File: src/design/rtc_pkg.sv
// shared types, register indexes and bcd helpers for the bcd real-time clock
// used by rtc_tick and bcd_rtc_with_alarms_i2c_regs_unit; no dependencies
package rtc_pkg;

  typedef enum logic [1:0] {
    MODE_TICK  = 2'd0,
    MODE_START = 2'd1,
    MODE_WRITE = 2'd2,
    MODE_READ  = 2'd3
  } mode_t;

  typedef struct packed {
    mode_t      mode;
    logic [7:0] wdata;
  } rtc_in_t;

  typedef struct packed {
    logic [7:0] read_byte;
    logic       int_n;
  } rtc_out_t;

  typedef logic [15:0][7:0] regfile_t;

  // register map
  localparam logic [3:0] R_SEC   = 4'd0;
  localparam logic [3:0] R_MIN   = 4'd1;
  localparam logic [3:0] R_HOUR  = 4'd2;
  localparam logic [3:0] R_WDAY  = 4'd3;
  localparam logic [3:0] R_DAY   = 4'd4;
  localparam logic [3:0] R_MON   = 4'd5;
  localparam logic [3:0] R_YEAR  = 4'd6;
  localparam logic [3:0] R_WMIN  = 4'd8;
  localparam logic [3:0] R_WHOUR = 4'd9;
  localparam logic [3:0] R_WWEEK = 4'd10;
  localparam logic [3:0] R_DMIN  = 4'd11;
  localparam logic [3:0] R_DHOUR = 4'd12;
  localparam logic [3:0] R_CTL1  = 4'd14;
  localparam logic [3:0] R_CTL2  = 4'd15;

  localparam logic [7:0] DAY_RST  = 8'h01;
  localparam logic [7:0] MON_RST  = 8'h01;
  localparam logic [7:0] CTL2_RST = 8'h30;

  // whole register file after reset: ctrl2 in byte 15, month in 5, day in 4
  localparam regfile_t REGS_RST = {CTL2_RST, 72'h0, MON_RST, DAY_RST, 32'h0};

  // tick results passed back to the register file
  typedef struct packed {
    logic [7:0] sec;
    logic [7:0] min;
    logic [7:0] hour;
    logic [7:0] wday;
    logic [7:0] day;
    logic [7:0] mon;
    logic [7:0] year;
    logic [7:0] ctl2;
    logic       fired;
  } tick_res_t;

  // tens*10 + units, digits above nine taken as they are
  function automatic logic [7:0] bcd_val(input logic [7:0] b);
    logic [7:0] hi;
    hi = {4'd0, b[7:4]};
    return (hi << 3) + (hi << 1) + {4'd0, b[3:0]};
  endfunction

  // (v/10)<<4 | v%10 truncated to a byte; v/10 via reciprocal 205/2048
  function automatic logic [7:0] val_bcd(input logic [7:0] v);
    logic [15:0] prod;
    logic [4:0]  q;
    logic [7:0]  r;
    prod = {8'd0, v} * 16'd205;
    q    = prod[15:11];
    r    = v - ({3'd0, q} * 8'd10);
    return {q[3:0], r[3:0]};
  endfunction

  // month length; months outside 1..12 count as 30 days
  function automatic logic [7:0] month_days(input logic [7:0] mo, input logic [7:0] yr);
    logic leap;
    // 2000+yr: divisible by 4 unless it is 2100
    leap = (yr[1:0] == 2'd0) && (yr != 8'd100);
    case (mo)
      8'd1, 8'd3, 8'd5, 8'd7, 8'd8, 8'd10, 8'd12: return 8'd31;
      8'd4, 8'd6, 8'd9, 8'd11:                    return 8'd30;
      8'd2:    return leap ? 8'd29 : 8'd28;
      default: return 8'd30;
    endcase
  endfunction

endpackage

File: src/design/rtc_tick.sv
// one-second calendar advance and alarm flag evaluation, purely combinational
// depends on rtc_pkg
module rtc_tick (
  input  rtc_pkg::regfile_t  regs,
  output rtc_pkg::tick_res_t res
);

  logic [7:0] s, m, h, wd, dd, mo, yr;
  logic [7:0] s_inc, m_inc, h_inc, wd_inc, dd_inc, mo_inc, yr_inc;
  logic       c_s, c_m, c_h, c_d, c_mo;
  logic [7:0] s_n, m_n, h_n, wd_n, dd_n, mo_n, yr_n;
  logic [7:0] ctl1;
  logic       wk_hit, dy_hit;

  always_comb begin
    s  = rtc_pkg::bcd_val(regs[rtc_pkg::R_SEC]  & 8'h7F);
    m  = rtc_pkg::bcd_val(regs[rtc_pkg::R_MIN]  & 8'h7F);
    h  = rtc_pkg::bcd_val(regs[rtc_pkg::R_HOUR] & 8'h3F);
    wd = rtc_pkg::bcd_val(regs[rtc_pkg::R_WDAY] & 8'h07);
    dd = rtc_pkg::bcd_val(regs[rtc_pkg::R_DAY]  & 8'h3F);
    mo = rtc_pkg::bcd_val(regs[rtc_pkg::R_MON]  & 8'h1F);
    yr = rtc_pkg::bcd_val(regs[rtc_pkg::R_YEAR]);

    s_inc  = s + 8'd1;
    m_inc  = m + 8'd1;
    h_inc  = h + 8'd1;
    wd_inc = wd + 8'd1;
    dd_inc = dd + 8'd1;
    mo_inc = mo + 8'd1;
    yr_inc = yr + 8'd1;

    // carry ripple
    c_s  = s_inc >= 8'd60;
    c_m  = c_s && (m_inc >= 8'd60);
    c_h  = c_m && (h_inc >= 8'd24);
    c_d  = c_h && (dd_inc > rtc_pkg::month_days(mo, yr));
    c_mo = c_d && (mo_inc > 8'd12);

    s_n  = c_s ? 8'd0 : s_inc;
    m_n  = c_s ? (c_m ? 8'd0 : m_inc) : m;
    h_n  = c_m ? (c_h ? 8'd0 : h_inc) : h;
    wd_n = c_h ? ((wd_inc >= 8'd7) ? wd_inc - 8'd7 : wd_inc) : wd;
    dd_n = c_h ? (c_d ? 8'd1 : dd_inc) : dd;
    mo_n = c_d ? (c_mo ? 8'd1 : mo_inc) : mo;
    yr_n = c_mo ? ((yr_inc > 8'd99) ? 8'd0 : yr_inc) : yr;

    res.sec  = rtc_pkg::val_bcd(s_n);
    res.min  = rtc_pkg::val_bcd(m_n);
    res.hour = rtc_pkg::val_bcd(h_n);
    res.wday = rtc_pkg::val_bcd(wd_n);
    res.day  = rtc_pkg::val_bcd(dd_n);
    res.mon  = rtc_pkg::val_bcd(mo_n);
    res.year = rtc_pkg::val_bcd(yr_n);

    ctl1 = regs[rtc_pkg::R_CTL1];
    // new weekday byte is below ten, so its low three bits pick the mask bit
    wk_hit = ctl1[7] && (res.min == regs[rtc_pkg::R_WMIN]) &&
             (res.hour == regs[rtc_pkg::R_WHOUR]) &&
             regs[rtc_pkg::R_WWEEK][res.wday[2:0]];
    dy_hit = ctl1[6] && (res.min == regs[rtc_pkg::R_DMIN]) &&
             (res.hour == regs[rtc_pkg::R_DHOUR]);

    res.ctl2 = regs[rtc_pkg::R_CTL2] |
               {5'd0, (ctl1[2:0] != 3'd0), wk_hit, dy_hit};
    res.fired = wk_hit || dy_hit;
  end

endmodule

File: src/design/bcd_rtc_with_alarms_i2c_regs_unit.sv
// top level of the bcd real-time clock: input register, register file,
// bus pointer logic and result register; depends on rtc_pkg and rtc_tick
//
// requests pass the input register, then the result register
// one request per cycle unless stalled; stall goes back through one stage
// reset (rst_n low, synchronous): registers zero except day, month = 1 and
//   ctrl2 = 0x30, pointer 0, next write sets the pointer, interrupt flag cleared
module bcd_rtc_with_alarms_i2c_regs_unit (
  input  logic              clk,
  input  logic              rst_n,
  input  logic              in_valid,
  output logic              in_stall,
  input  rtc_pkg::rtc_in_t  in_data,
  output logic              out_valid,
  input  logic              out_stall,
  output rtc_pkg::rtc_out_t out_data
);

  // input register stage
  logic             in_valid_r;
  rtc_pkg::rtc_in_t in_data_r;

  // result register stage
  logic              out_valid_r;
  rtc_pkg::rtc_out_t out_data_r;

  // architectural state
  rtc_pkg::regfile_t regs_r, regs_nxt;
  logic [3:0]        ptr_r, ptr_nxt;
  logic              phase_r, phase_nxt;
  logic              irq_r, irq_nxt;

  logic               out_load;   // result register free this cycle
  logic               go;         // held request is processed now
  logic [7:0]         rd_byte;
  rtc_pkg::tick_res_t tick;

  assign out_load = !out_valid_r || !out_stall;
  assign go       = in_valid_r && out_load;
  // input stage holds while its request cannot move on
  assign in_stall = in_valid_r && !out_load;

  rtc_tick u_tick (
    .regs (regs_r),
    .res  (tick)
  );

  always_comb begin
    regs_nxt  = regs_r;
    ptr_nxt   = ptr_r;
    phase_nxt = phase_r;
    irq_nxt   = irq_r;
    rd_byte   = 8'd0;
    if (go) begin
      case (in_data_r.mode)
        rtc_pkg::MODE_TICK: begin
          regs_nxt[rtc_pkg::R_SEC]  = tick.sec;
          regs_nxt[rtc_pkg::R_MIN]  = tick.min;
          regs_nxt[rtc_pkg::R_HOUR] = tick.hour;
          regs_nxt[rtc_pkg::R_WDAY] = tick.wday;
          regs_nxt[rtc_pkg::R_DAY]  = tick.day;
          regs_nxt[rtc_pkg::R_MON]  = tick.mon;
          regs_nxt[rtc_pkg::R_YEAR] = tick.year;
          regs_nxt[rtc_pkg::R_CTL2] = tick.ctl2;
          // sticky until reset
          irq_nxt = irq_r || tick.fired;
        end
        rtc_pkg::MODE_START: begin
          phase_nxt = 1'b0;
        end
        rtc_pkg::MODE_WRITE: begin
          if (!phase_r) begin
            // first byte after a start loads the pointer from its upper nibble
            ptr_nxt   = in_data_r.wdata[7:4];
            phase_nxt = 1'b1;
          end else begin
            regs_nxt[ptr_r] = in_data_r.wdata;
            ptr_nxt         = ptr_r + 4'd1;
          end
        end
        rtc_pkg::MODE_READ: begin
          rd_byte = regs_r[ptr_r];
          ptr_nxt = ptr_r + 4'd1;
        end
        default: begin
          rd_byte = 8'd0;
        end
      endcase
    end
  end

  always_ff @(posedge clk) begin
    if (!rst_n) begin
      in_valid_r  <= 1'b0;
      out_valid_r <= 1'b0;
      regs_r      <= rtc_pkg::REGS_RST;
      ptr_r       <= 4'd0;
      phase_r     <= 1'b0;
      irq_r       <= 1'b0;
    end else begin
      if (!in_stall) begin
        in_valid_r <= in_valid;
      end
      if (out_load) begin
        out_valid_r <= in_valid_r;
      end
      regs_r  <= regs_nxt;
      ptr_r   <= ptr_nxt;
      phase_r <= phase_nxt;
      irq_r   <= irq_nxt;
    end
  end

  // payload registers, no reset needed
  always_ff @(posedge clk) begin
    if (in_valid && !in_stall) begin
      in_data_r <= in_data;
    end
    if (go) begin
      // read byte, then the active-low interrupt level
      out_data_r <= {rd_byte, !irq_nxt};
    end
  end

  assign out_valid = out_valid_r;
  assign out_data  = out_data_r;

endmodule
File: config.mk
export PLATFORM = sky130hd
export DESIGN_NAME = bcd_rtc_with_alarms_i2c_regs_unit
export DESIGN_NICKNAME = d
export VERILOG_FILES = /design/src/design/rtc_pkg.sv /design/src/design/rtc_tick.sv /design/src/design/bcd_rtc_with_alarms_i2c_regs_unit.sv
export SDC_FILE = /design/constraint.sdc
export NUM_CORES = 1
export LEC_CHECK = 0
export BUFFER_PORTS_ARGS = -buffer_cell sky130_fd_sc_hd__clkbuf_2
export CELL_PAD_IN_SITES_DETAIL_PLACEMENT = 0
export CELL_PAD_IN_SITES_GLOBAL_PLACEMENT = 1
export CORE_MARGIN = 4
export CORE_UTILIZATION = 55
export DETAILED_ROUTE_END_ITERATION = 10
export PLACE_DENSITY_LB_ADDON = 0.2
export SYNTH_ARGS = -nofsm -noshare
export SYNTH_HDL_FRONTEND = slang
export SYNTH_SLANG_ARGS = --single-unit
File: constraint.sdc
create_clock -name clk -period 13.5 [get_ports clk]
set_input_delay 0.675 -clock clk [delete_from_list [all_inputs] [get_ports clk]]
set_output_delay 0.675 -clock clk [all_outputs]
set_load 0.1 [all_outputs]
# Word-level counts from Yosys, hierarchy flattened

Index checks and enable logic that the tools add are counted.

Bits of input ports: 14
Output and inout bits: 11
Logic and storage cells: 158
Register bits: 155

$lt $le $gt $ge: 10
Multiplexer cells: 30
$mul: 14
Add/subtract/negate cells: 28
Equality and inequality tests: 17
Reduce and logical (&&, ||, !) cells: 33
Bitwise gates (word level): 1

Operators with widths:

| cell                 | count |
|---|---|
| $bwmux 128           | 1 |
| $mux 128             | 1 |
| $mux 8               | 15 |
| $mul 8x8->16 const B | 7 |
| $pmux 56 s2          | 1 |
| $add 8x1->8 const B  | 6 |
| $add 8x4->8          | 6 |
| $mul 5x3->3 const B  | 7 |
| $bmux 8 s4           | 1 |
| $demux 8 s4          | 1 |
| $eq 8x8->1           | 4 |
| $sub 4x4->4          | 7 |
| $eq 8x4->1 const B   | 3 |
| $eq 8x2->1 const B   | 2 |
| $eq 8x3->1 const B   | 2 |
| $ge 8x6->1 const B   | 2 |
| $pmux 8 s2           | 1 |
| $add 6x4->7          | 2 |
| $logic_and 1x1->1    | 14 |
| $add 5x3->6          | 2 |
| $add 7x5->8          | 1 |
| $eq 8x1->1 const B   | 1 |
| $ge 8x3->1 const B   | 1 |
| $ge 8x5->1 const B   | 1 |
| 29 further kinds     | 44 |

# Longest topological paths before layout

Gate-level depths: netlist of the first run.

Depth in word-level cells: 19
Gate-level depth with buffers: 45
Mapped depth without buffers: 44

# Cells and area by module

Synthesis of the first run repeated with hierarchy kept, for this count alone.

Cells, all modules: 1961
Area total of the unflattened synthesis: 17983.5 µm²

Modules (own cells, without submodules):

| module                            | instances | sequential area each (µm²) | cells each | area an instance (µm²) |
|---|---|---|---|---|
| rtc_tick                          | 1         | 0.0                        | 1220       | 10293.6 |
| bcd_rtc_with_alarms_i2c_regs_unit | 1         | 3293.2                     | 741        | 7689.9 |

# Least setup slack after synthesis of the first run

No wires, ideal clock.

Path kind: register -> register
From: register regs_r[14] (netlist bit)
To: register out_data_r (netlist bit out_data[0]) (data pin)
Setup time: 0.255 ns
Stages on the path, launching flop included: 36
Data arrival time: 8.966 ns
Buffers on the path: 1
Data required time: 13.245 ns
Setup slack: 4.279 ns
Clock period less this slack: 9.221 ns
Cell sequence: dfxtp_1 ha_1 ha_1 xor2_2 nand3_1 nor4_1 a211o_1 mux2i_4 o21ai_4 buf_4 or4b_2 nand2_1 ha_1 ha_1 inv_1 fa_1 fa_1 inv_1 ha_1 a21oi_1 nor2_1 o21a_1 o21a_1 a311o_1 a311o_2 inv_1 fa_1 xnor2_1 nor3_1 nand3_1 a211o_1 or4_1 a41oi_1 nand4_1 or4_4 a31o_1

Word-level cells in the longest chain between the ends: 19
Elaborated cells between the ends (all ways): 36

Ends and longest elaborated chain:

| element                                         | RTL line                                 | source |
|---|---|---|
| start: declaration                              | bcd_rtc_with_alarms_i2c_regs_unit.sv:28  | `rtc_pkg::regfile_t regs_r, regs_nxt;` |
| start signal: assignment                        | bcd_rtc_with_alarms_i2c_regs_unit.sv:96  | `regs_r <= rtc_pkg::REGS_RST;` |
| start signal: assignment                        | bcd_rtc_with_alarms_i2c_regs_unit.sv:107 | `regs_r <= regs_nxt;` |
| $add 6x4->7 *                                   | rtc_pkg.sv:64                            | `return (hi << 3) + (hi << 1) + {4'd0, b[3:0]};` |
| $add 8x4->8 *                                   | rtc_pkg.sv:64                            |  |
| $add 8x1->8                                     | rtc_tick.sv:25                           | `m_inc = m + 8'd1;` |
| $ge 8x6->1                                      | rtc_tick.sv:34                           | `c_m = c_s && (m_inc >= 8'd60);` |
| $logic_and 1x1->1                               | rtc_tick.sv:34                           |  |
| $mux 8 or $logic_and 1x1->1 (tied branches)     | rtc_tick.sv:40, rtc_tick.sv:35           |  |
| $mux 8, on equally long branches                | rtc_tick.sv:40, rtc_tick.sv:41           |  |
| $mul 8x8->16 or $mux 8 (tied branches)          | rtc_pkg.sv:72, rtc_tick.sv:41            |  |
| (+3 left out)                                   | -                                        |  |
| $logic_and 1x1->1 or $eq 8x8->1 (tied branches) | rtc_tick.sv:57, rtc_tick.sv:58           |  |
| $logic_and 1x1->1                               | rtc_tick.sv:57                           | `wk_hit = ctl1[7] && (res.min == regs[rtc_pkg::R_WMIN]) &&` |
| $logic_and 1x1->1                               | rtc_tick.sv:58                           | `(res.hour == regs[rtc_pkg::R_WHOUR]) &&` |
| $logic_or 1x1->1 *                              | rtc_tick.sv:65                           | `res.fired = wk_hit \|\| dy_hit;` |
| $logic_or 1x1->1 *                              | bcd_rtc_with_alarms_i2c_regs_unit.sv:66  | `irq_nxt = irq_r \|\| tick.fired;` |
| $mux 1 *                                        | bcd_rtc_with_alarms_i2c_regs_unit.sv:55  | `case (in_data_r.mode)` |
| $mux 1 *                                        | bcd_rtc_with_alarms_i2c_regs_unit.sv:54  | `if (go) begin` |
| $logic_not 1->1 *                               | bcd_rtc_with_alarms_i2c_regs_unit.sv:121 | `out_data_r <= {rd_byte, !irq_nxt};` |
| end signal: assignment                          | bcd_rtc_with_alarms_i2c_regs_unit.sv:121 |  |
| end: declaration                                | bcd_rtc_with_alarms_i2c_regs_unit.sv:25  | `rtc_pkg::rtc_out_t out_data_r;` |

Mark *: on every way between the ends. The rest lies on a longest branch, timed or not. The select of a mux whose other input is x is not followed.
A chain may end at the register's enable or synchronous reset.

# Final worst setup path of the first run

From: register regs_r[52] (netlist bit)
To: register regs_r[51] (netlist bit)

Word-level cells in the longest chain between the ends: 14
Elaborated cells between the ends (all ways): 18

Ends and longest elaborated chain:

| element                                       | RTL line                                | source |
|---|---|---|
| $add 7x5->8 *                                 | rtc_pkg.sv:64                           |  |
| $add 8x4->8 *                                 | rtc_pkg.sv:64                           |  |
| $ne 8x7->1 or $logic_not 2->1 (tied branches) | rtc_pkg.sv:82                           | `leap = (yr[1:0] == 2'd0) && (yr != 8'd100);` |
| $logic_and 1x1->1                             | rtc_pkg.sv:82                           |  |
| $mux 1                                        | rtc_pkg.sv:86                           | `8'd2: return leap ? 8'd29 : 8'd28;` |
| $pmux 2 s2                                    | rtc_pkg.sv:83                           | `case (mo)` |
| $gt 8x8->1                                    | rtc_tick.sv:36                          | `c_d = c_h && (dd_inc > rtc_pkg::month_days(mo, yr));` |
| $logic_and 1x1->1                             | rtc_tick.sv:36                          |  |
| $logic_and 1x1->1                             | rtc_tick.sv:37                          | `c_mo = c_d && (mo_inc > 8'd12);` |
| $mux 8 *                                      | rtc_tick.sv:45                          | `yr_n = c_mo ? ((yr_inc > 8'd99) ? 8'd0 : yr_inc) : yr;` |
| $mul 8x8->16                                  | rtc_pkg.sv:72                           | `prod = {8'd0, v} * 16'd205;` |
| $mul 5x3->3                                   | rtc_pkg.sv:74                           | `r = v - ({3'd0, q} * 8'd10);` |
| $sub 4x4->4 *                                 | rtc_pkg.sv:74                           |  |
| $pmux 56 s2 *                                 | bcd_rtc_with_alarms_i2c_regs_unit.sv:55 |  |

Mark *: on every way between the ends. The rest lies on a longest branch, timed or not.

==> flow_summary.yaml, run 1 <==
timing:
  grt_setup_unrepaired: "false"
  setup_ws_ps: 3100
  setup_viol: 0
  finalCritPeriodShare: 0.771
  worst_slew_pin_slew_ps: 1160
  slew_headroom: 0.222
  min_period_ps: 10400
  hold_viol: 0
  fmax_mhz: 96.1
  skew_ps: 9.15
  hold_slack_ps: 407
  drv_slew: 0
  fin_setup_tns_ps: 0
critical_path:
  worstPathRequired_ps: 13770
  endpoint_kind: "register"
  worstPathMaxFanout: 12
  arrival_ps: 10680
  cpMaxStageDelayCell: "fa_1"
  crit_path_start_kind: "register"
  critPathMaxStageDelay_ps: 560
  critical_path_class: "register to register"
clocking:
  cts.clk_slew.worst_paths_ps: 70
  cts_buffers: 17
  tritoncts: "done"
  cts_root_buffer: "clkbuf_16"
  cts-resized-gates: 0
  ctsHoldBuffers: 0
  cts_setup_buffers: 0
  clock_latency_ps: 440
  numClockSinks: 155
  clockBufferDepth: 2
  htreeDepth: 4
logic_synthesis:
  avgSynthCellArea_um2: 8.78
  ys_seq_area_frac: 0.187
  async_flop_share: 0
  ys_types: 101
  netlist_instances: 2012
  synth-edff-count: 19
  synth-seq-cells: 155
  ys_warn_count: 0
  yosys_most_used_dff: "dfxtp_1"
  syn-cell-area_um2: 17700
global_routing:
  grt_max_degree: 92
  grt-ovfl-total: 0
  met1_usage: 0.370
  grt_pass1_vias: 14600
  grt-busiest-layer: "met2"
  met3_usage: 0.0349
  grt_antenna_before_repair: 0
  grt_pass1_wl_mm: 78.3
  grt.total_usage: 0.274
  grt_use_met2: 0.460
final_layout:
  finish.instance_area_um2: 18800
  num-nets-final: 2445
  drive_above_1_share: 0.0780
  area_growth_pct: 6.49
  diodes: 0
  fill_cells: 2825
floorplan:
  start_util: 0.558
  die_x_um: 187
  num_rows: 65
  dieHeight_um: 187
  io_pins: 25
  dieArea_um2: 35000
  coreArea_um2: 31600
placed_design:
  pre_cts_slack_ps: 3050
  placed_cell_area_um2: 18200
  hpwl_mm: 37.1
  io_buffers: 24
  gp_congestion: 0.962
drt:
  routed_wl_mm: 47.4
  vias: 14800
  post_drt_via_cell_ratio: 6.07
  ant_nets: 0
  drtPass1Iterations: 5
  drc: 0
  initialDrtViolationCount: 1389
  wire_per_inst_um: 19.4
power:
  p_leak_nw: 8.94
  comb_power_share: 0.290
  p_clk_frac: 0.352
  seq_power_share: 0.358
  power_mw: 1.37
  p_int_mw: 0.894
  p_per_area_nw_per_um2: 72.6
  vdd_ir_drop_max_mv: 0.0919
  switching_power_mw: 0.471
  swShare: 0.345
hold_path:
  hold_class: "input pin to register"
status:
  status: "finished, final reports clean"
run:
  drv_cap: 0
[power groups by stage]
stage	clock network, mW	logic (mW)	registers [mW]
after floorplan	0	0.291	0.498
after global placement	0	0.384	0.499
after detailed placement	0	0.393	0.499
after CTS	0.482	0.396	0.489
after global routing	0.507	0.452	0.490
final	0.481	0.395	0.489
[sequential cells by signal, indices dropped and copies added, names as in the netlist, named ones only]
| name | cells |
|---|---|
| out_data | 9 |
| in_valid_r | 1 |
| phase_r | 1 |
| out_valid | 1 |
| ptr_r | 4 |
| regs_r | 128 |
| in_data_r | 10 |
[worst max-delay path: cells and delay by family, from the launching register on]
kind                       cells  cell delay (ps)
DFF                            1              360
adders and majority gates     11             4310
and+or+nand+nor                6             1170
AOI/OAI and AO/OA             13             2860
xor gates and xnor gates       6             1210
buffers and inverters          6              350
[cell type report]
cell class | instances | area, um2 | area share
inverters | 255 | 958 | 0.0510
flip-flops and latches | 155 | 3290 | 0.175
well taps | 402 | 503 | 0.0268
repair buffers | 42 | 255 | 0.0136
clock inverters | 14 | 149 | 0.00792
multi-input cells | 1554 | 13200 | 0.703
clock buffers | 18 | 429 | 0.0228
[logic make-up after synthesis]
family | after synthesis | synth area share
xor+xnor | 117 | 0.0627
other cells | 2 | 0.000425
buf+inv | 331 | 0.0714
simple gates | 505 | 0.134
compound gates | 434 | 0.158
flops | 155 | 0.187
fa+ha+maj | 407 | 0.322
mux | 61 | 0.0656
[cells in the final DEF, fill, tap and decap left out, types with 32 or more instances in the layout]
| cell type | instances |
|---|---|
| ha_1 | 327 |
| inv_1 | 252 |
| nand2_1 | 180 |
| dfxtp_1 | 135 |
| a21oi_1 | 134 |
| nor2_1 | 112 |
| o21ai_0 | 93 |
| nand3_1 | 92 |
| fa_1 | 79 |
| xnor2_1 | 78 |
| mux4_2 | 41 |
| xor2_1 | 32 |
[through the flow]
step                      instances  utilization
after floorplan                2040            -
after global placement         2408        0.576
after detailed placement       2408        0.576
after CTS                      2440        0.594
after global routing           2440        0.594
final                          2440        0.594
[synthesized netlist by cell type (all sizes together), types with 4 or more instances]
| cell | n | area share |
|---|---|---|
| nand4 | 8 | 0.0028 |
| a21oi | 135 | 0.038 |
| ha | 327 | 0.23 |
| xnor2 | 81 | 0.042 |
| edfxtp | 19 | 0.032 |
| nor3b | 6 | 0.0026 |
| mux2i | 15 | 0.0096 |
| nor4 | 4 | 0.0018 |
| a211oi | 14 | 0.0065 |
| o221ai | 15 | 0.0074 |
| o31ai | 9 | 0.0038 |
| nor3 | 17 | 0.0048 |
| o22ai | 10 | 0.0035 |
| a31o | 4 | 0.0020 |
| inv | 255 | 0.054 |
| and4 | 4 | 0.0020 |
| fa | 79 | 0.090 |
| o211ai | 16 | 0.0068 |
| a211o | 9 | 0.0045 |
| mux4 | 41 | 0.052 |
| or4 | 6 | 0.0032 |
| buf | 10 | 0.0031 |
| clkbuf | 66 | 0.014 |
| nand2 | 181 | 0.039 |
| and2 | 18 | 0.0064 |
| or2 | 4 | 0.0014 |
| nand2b | 10 | 0.0035 |
| nor2 | 114 | 0.025 |
| and3 | 14 | 0.0053 |
| mux2 | 5 | 0.0036 |
| dfxtp | 136 | 0.15 |
| a21o | 28 | 0.012 |
| xor2 | 33 | 0.017 |
| o21a | 11 | 0.0047 |
| o21ai | 102 | 0.030 |
| o21bai | 5 | 0.0021 |
| nand3 | 92 | 0.026 |
| o2111ai | 7 | 0.0035 |
| nor2b | 16 | 0.0057 |
| a31oi | 30 | 0.011 |
[path summary, 6_finish.rpt]
check	start	end	slack, ps	depth (start not counted)
setup / recovery	regs_r[52]	regs_r[51]	3100	42
hold / removal	in_data[5]	in_data_r[5]	410	1
setup reg to reg	regs_r[52]	regs_r[51]	3100	42
hold reg to reg	regs_r[105]	regs_r[105]	460	2
[layer usage]
metal	routed length, um	up-vias
li1	-	7071
met1	20500	7101
met2	22200	534
met3	3160	110
met4	1550	0
met5	0	-
No activity file was read; power rests on OpenSTA's default activity.
==> run 2, diff against run 1 <==
--- a/config.mk
+++ b/config.mk
@@ -5,11 +5,12 @@
 export SDC_FILE = /design/constraint.sdc
 export NUM_CORES = 1
 export LEC_CHECK = 0
+export ABC_AREA = 1
 export BUFFER_PORTS_ARGS = -buffer_cell sky130_fd_sc_hd__clkbuf_2
 export CELL_PAD_IN_SITES_DETAIL_PLACEMENT = 0
 export CELL_PAD_IN_SITES_GLOBAL_PLACEMENT = 1
 export CORE_MARGIN = 4
-export CORE_UTILIZATION = 55
+export CORE_UTILIZATION = 44
 export DETAILED_ROUTE_END_ITERATION = 10
 export PLACE_DENSITY_LB_ADDON = 0.2
 export SYNTH_ARGS = -nofsm -noshare
==> constraint.sdc (replaced) <==
create_clock -name clk -period 9.4 [get_ports clk]
set_input_delay 0.47 -clock clk [delete_from_list [all_inputs] [get_ports clk]]
set_output_delay 0.47 -clock clk [all_outputs]
set_load 0.1 [all_outputs]
==> run 2 against run 1 <==
Setup slack lost 2200 ps; synthesized cell count grew 23%; global-route usage shrank 4.1 points; largest cell class unchanged; highest routed layer unchanged.
==> flow_summary.yaml, run 2 <==
floorplan:
  dieHeight_um: 209
  start_util: 0.447
  dieArea_um2: 43800
  io_pins: 25
  die_x_um: 209
  num_rows: 73
  coreArea_um2: 39900
clocking:
  cts_root_buffer: "clkbuf_16"
  ctsHoldBuffers: 0
  clockBufferDepth: 2
  cts_setup_buffers: 0
  cts_buffers: 17
  cts-resized-gates: 0
  tritoncts: "done"
  cts.clk_slew.worst_paths_ps: 70
  htreeDepth: 4
  numClockSinks: 155
  clock_latency_ps: 430
placed_design:
  post-place-cells: 3010
  hpwl_mm: 41.4
  pre_cts_slack_ps: 855
  gp_congestion: 0.904
  io_buffers: 24
global_routing:
  grt_max_degree: 81
  grt_pass1_vias: 15800
  grt-ovfl-total: 0
  grt_antenna_before_repair: 0
  grt_pass1_wl_mm: 83.0
  grt.total_usage: 0.233
logic_synthesis:
  synth-seq-cells: 155
  ys_warn_count: 0
  yosys.area.top_type_share: 0.229
  yosys_most_used_dff: "dfxtp_1"
  async_flop_share: 0
  synth_area_leaders: "ha_1 (23%), dfxtp_1 (15%), inv_1 (9.3%)"
  synth_top_family_by_area: "adder cells"
  synth_mux_area_frac: 0
  synth-edff-count: 19
  synth_compound_area_frac: 0.164
  synth_simple_gate_area_frac: 0.194
  avgSynthCellArea_um2: 7.18
  synthXorXnorAreaFrac: 0.0295
  yosys.area_share.adder: 0.318
  ys_seq_area_frac: 0.185
  synth_most_common_cell: "inv_1"
  ys_types: 53
  netlist_instances: 2483
  ys_top_cells_by_count: "inv_1 (444), nand2_1 (386), ha_1 (327)"
  syn-cell-area_um2: 17800
  synth_area_leader_cell: "ha_1"
final_layout:
  regMostFlops: "regs_r"
  diodes: 0
  finalNonFillerCells: 3042
  drive_above_1_share: 0.0413
  fill_cells: 4034
  num-nets-final: 2924
  area_growth_pct: 7.25
  largest_reg_flops: 128
  layout_common_cells: "inv_1 (443), nand2_1 (386), ha_1 (327)"
  final_common_cell: "inv_1"
critical_path:
  crit_start: "regs_r[6]"
  critPathMaxStageDelay_ps: 570
  crit_path_start_kind: "register"
  arrival_ps: 8680
  worstPathRequired_ps: 9570
  reg2reg_depth: 40
  endpoint_kind: "register"
  crit_end: "out_data[0]"
  reg2reg_slack_ps: 890
  r2r_end: "out_data[0]"
  critical_path_class: "register to register"
  worstPathMaxFanout: 15
  timing.rr.start: "regs_r[6]"
  cpMaxStageDelayCell: "fa_1"
timing:
  grt_setup_unrepaired: "false"
  skew_ps: 11.9
  hold_viol: 0
  setup_viol: 0
  worst_slew_pin_slew_ps: 1170
  finalCritPeriodShare: 0.905
  hold_slack_ps: 211
  slew_headroom: 0.215
  fin_setup_tns_ps: 0
  setup_ws_ps: 889
  fmax_mhz: 117
  drv_slew: 0
  min_period_ps: 8510
drt:
  routed_wl_mm: 51.6
  wire_per_inst_um: 17.0
  drtPass1Iterations: 6
  drc: 0
  ant_nets: 0
  vias: 16400
  initialDrtViolationCount: 1384
  post_drt_via_cell_ratio: 5.39
power:
  power_mw: 2.37
  p_per_area_nw_per_um2: 124
  p_leak_nw: 10.1
  vdd_ir_drop_max_mv: 0.0734
run:
  drv_cap: 0
hold_path:
  hold_class: "input pin to register"
status:
  status: "finished, final reports clean"
-- run 2: cell types whose count changed in the layout (fill, tap and decap cells not counted), moves of 39 or more --
cell     before  now
inv_1       252  443
nor2_1      112  202
nand2_1     180  386
mux4_2       41    0
nand3_1      92  137
xnor2_1      78   25
o21ai_0      93  242
a21oi_1     134  173
-- run 2: worst min-delay path by stage --
stage                     depth (start not counted)      endpoint        start
after floorplan                                   2   regs_r[104]  regs_r[104]
after global placement                            2      register     register
after detailed placement                          2   regs_r[106]  regs_r[106]
after CTS                                         1  in_data_r[1]   in_data[1]
after global routing                              1  in_data_r[0]   in_data[0]
final                                             1  in_data_r[2]   in_data[2]
-- run 2: final cells by class --
cell class,instances,area (um2),share of cell area
clock buffers,17,425,0.0222
inverters,454,1700,0.0891
flip-flops and latches,155,3300,0.172
multi-input cells,1841,12700,0.664
clock inverters,15,138,0.00720
well taps,525,657,0.0343
repair buffers,35,203,0.0106
-- run 2: through the flow --
stage	util	area (um2)
finish	0.479	19100
global route	0.479	19100
CTS	0.479	19100
detailed placement	0.465	18600
global placement	0.465	18600
floorplan	-	17900
-- run 2: report_power, final --
group	total (mW)	internal, mW	switching [mW]
registers	0.717	0.690	0.0270
clock network	0.679	0.369	0.310
logic	0.975	0.357	0.618
-- run 2: kinds of logic (layout without fill, tap and decap cells) --
logic type                 count (synthesis)  in the layout
DFF                                      155            155
xor gates and xnor gates                  60             60
other                                      2             30
AOI/OAI and AO/OA                        537            537
and+or+nand+nor                          808            808
buffers and inverters                    515            521
adders and majority gates                406            406
-- run 2: critical path, delay by kind of cell (launching register included) --
| kind | cells | cell delay, ps |
|---|---|---|
| AND/OR/NAND/NOR | 18 | 2290 |
| AO/OA/AOI/OAI | 7 | 1460 |
| buffers and inverters | 6 | 670 |
| flip-flops | 1 | 420 |
| adder cells (fa/ha/maj) | 9 | 3400 |
-- run 2: per-layer routing --
layer	part of all wire	vias to the layer above	global-route usage
li1	-	8220	-
met1	0.45	7655	0.316
met2	0.48	456	0.400
met3	0.053	62	0.0286
met4	0.020	0	0.0497
met5	0	-	0
==> run 3, diff against run 2 <==
--- a/config.mk
+++ b/config.mk
@@ -9,6 +9,7 @@
 export BUFFER_PORTS_ARGS = -buffer_cell sky130_fd_sc_hd__clkbuf_2
 export CELL_PAD_IN_SITES_DETAIL_PLACEMENT = 0
 export CELL_PAD_IN_SITES_GLOBAL_PLACEMENT = 1
+export CORE_ASPECT_RATIO = 0.9
 export CORE_MARGIN = 4
 export CORE_UTILIZATION = 44
 export DETAILED_ROUTE_END_ITERATION = 10
==> run 3 against run 2 <==
Combinational power hardly changed; wire length increased by 0.18%; via count decreased by 0.26%; largest cell class unchanged; total power increased by 2.0%; sequential cell count unchanged; die area about the same; clock skew is 2.8 ps higher; core utilization increased by 0.28 points; design area is 0.29% higher; clock-buffer cell count up 1.
==> flow_summary.yaml, run 3 (synthesis gave the netlist of run 2 again) <==
placed_design:
  post-place-cells: 3017
  pre_cts_slack_ps: 975
  io_buffers: 24
  gp_congestion: 0.940
  hpwl_mm: 41.3
  placed_cell_area_um2: 18600
timing:
  worst_slew_pin_slew_ps: 1180
  fmax_mhz: 118
  setup_viol: 0
  fin_setup_tns_ps: 0
  slew_headroom: 0.216
  hold_slack_ps: 205
  setup_ws_ps: 943
  drv_slew: 0
  hold_viol: 0
  min_period_ps: 8460
  finalCritPeriodShare: 0.900
  skew_ps: 14.7
  grt_setup_unrepaired: "false"
critical_path:
  crit_start: "regs_r[4]"
  cpMaxStageDelayCell: "fa_1"
  crit_path_start_kind: "register"
  arrival_ps: 8630
  critical_path_class: "register to register"
  reg2reg_depth: 40
  timing.rr.start: "regs_r[4]"
  worstPathMaxFanout: 15
  worstPathRequired_ps: 9570
  critPathMaxStageDelay_ps: 560
  reg2reg_slack_ps: 940
  endpoint_kind: "register"
  r2r_end: "out_data[0]"
drt:
  ant_nets: 0
  drc: 0
  routed_wl_mm: 51.7
  drtPass1Iterations: 5
  wire_per_inst_um: 17.0
  post_drt_via_cell_ratio: 5.36
  initialDrtViolationCount: 1460
  vias: 16400
clocking:
  cts_setup_buffers: 0
  tritoncts: "done"
  cts.clk_slew.worst_paths_ps: 80
  clock_latency_ps: 430
  numClockSinks: 155
  htreeDepth: 4
  cts_buffers: 17
  ctsHoldBuffers: 0
  clockBufferDepth: 2
  cts_root_buffer: "clkbuf_16"
  cts-resized-gates: 0
floorplan:
  coreArea_um2: 39800
  dieArea_um2: 43800
  dieHeight_um: 199
  io_pins: 25
  start_util: 0.448
  die_x_um: 220
  num_rows: 69
power:
  vdd_ir_drop_max_mv: 0.0990
  power_mw: 2.42
  p_leak_nw: 10.1
  p_per_area_nw_per_um2: 126
final_layout:
  layout_common_cells: "inv_1 (443), nand2_1 (386), ha_1 (327)"
  area_growth_pct: 7.57
  finalNonFillerCells: 3049
  regMostFlops: "regs_r"
  fin_util: 0.482
  diodes: 0
  num-nets-final: 2924
  fill_cells: 4026
  largest_reg_flops: 128
  drive_above_1_share: 0.0417
  final_common_cell: "inv_1"
  finish.instance_area_um2: 19200
hold_path:
  hold_class: "input pin to register"
  hold_start: "in_data[0]"
  holdPathStages: 1
  worst_hold_path.endpoint: "in_data_r[0]"
global_routing:
  grt-ovfl-total: 0
  grt_pass1_wl_mm: 82.9
  grt.total_usage: 0.237
  grt_max_degree: 123
  grt_pass1_vias: 15600
  grt_antenna_before_repair: 0
status:
  status: "finished, final reports clean"
run:
  drv_cap: 0
==> run 3: cell count changes in the layout (fill, tap and decap cells not counted), moves of 2 or more <==
| cell | change |
|---|---|
| clkinv_1 | -2 |
| inv_6 | -3 |
| clkinvlp_4 | -3 |
| inv_8 | +4 |
==> run 3: where the power goes <==
part	switching [mW]	total [mW]	internal [mW]	leakage [nW]
registers	0.0238	0.713	0.689	1.29
logic	0.617	0.973	0.356	8.50
clock network	0.326	0.731	0.406	0.302
total	0.966	2.42	1.45	10.1
==> run 3: worst max path at each step <==
stage	slack, ps	to	cells past startpoint
2_1_floorplan	1890	regs_r[51]	46
3_3_place_gp	1000	out_data[0]	40
3_5_place_dp	970	out_data[0]	40
4_1_cts	930	out_data[0]	40
5_1_grt	200	out_data[0]	40
6_report	940	out_data[0]	40
==> run 3: cell type report <==
| class | count | area, um2 | share of cell area |
|---|---|---|---|
| Timing Repair Buffer | 35 | 203 | 0.0106 |
| Clock buffer | 18 | 429 | 0.0224 |
| Inverter | 454 | 1700 | 0.0888 |
| Tap cell | 532 | 666 | 0.0347 |
| Sequential cell | 155 | 3300 | 0.172 |
| Clock inverter | 14 | 181 | 0.00946 |
| Multi-Input combinational cell | 1841 | 12700 | 0.662 |
==> run 3: per-layer routing <==
layer | vias to the layer above | track usage | part of all wire
li1 | 8200 | - | -
met1 | 7726 | 0.339 | 0.48
met2 | 380 | 0.396 | 0.47
met3 | 45 | 0.0228 | 0.046
met4 | 0 | 0.0374 | 0.011
met5 | - | 0 | 0
==> run 3: worst max-delay path, delay by kind of cell (launching register included) <==
family | cells | cell delay (ps)
AO/OA/AOI/OAI | 7 | 1420
buffers and inverters | 6 | 630
flip-flops | 1 | 440
AND/OR/NAND/NOR | 18 | 2240
adder cells (fa/ha/maj) | 9 | 3450
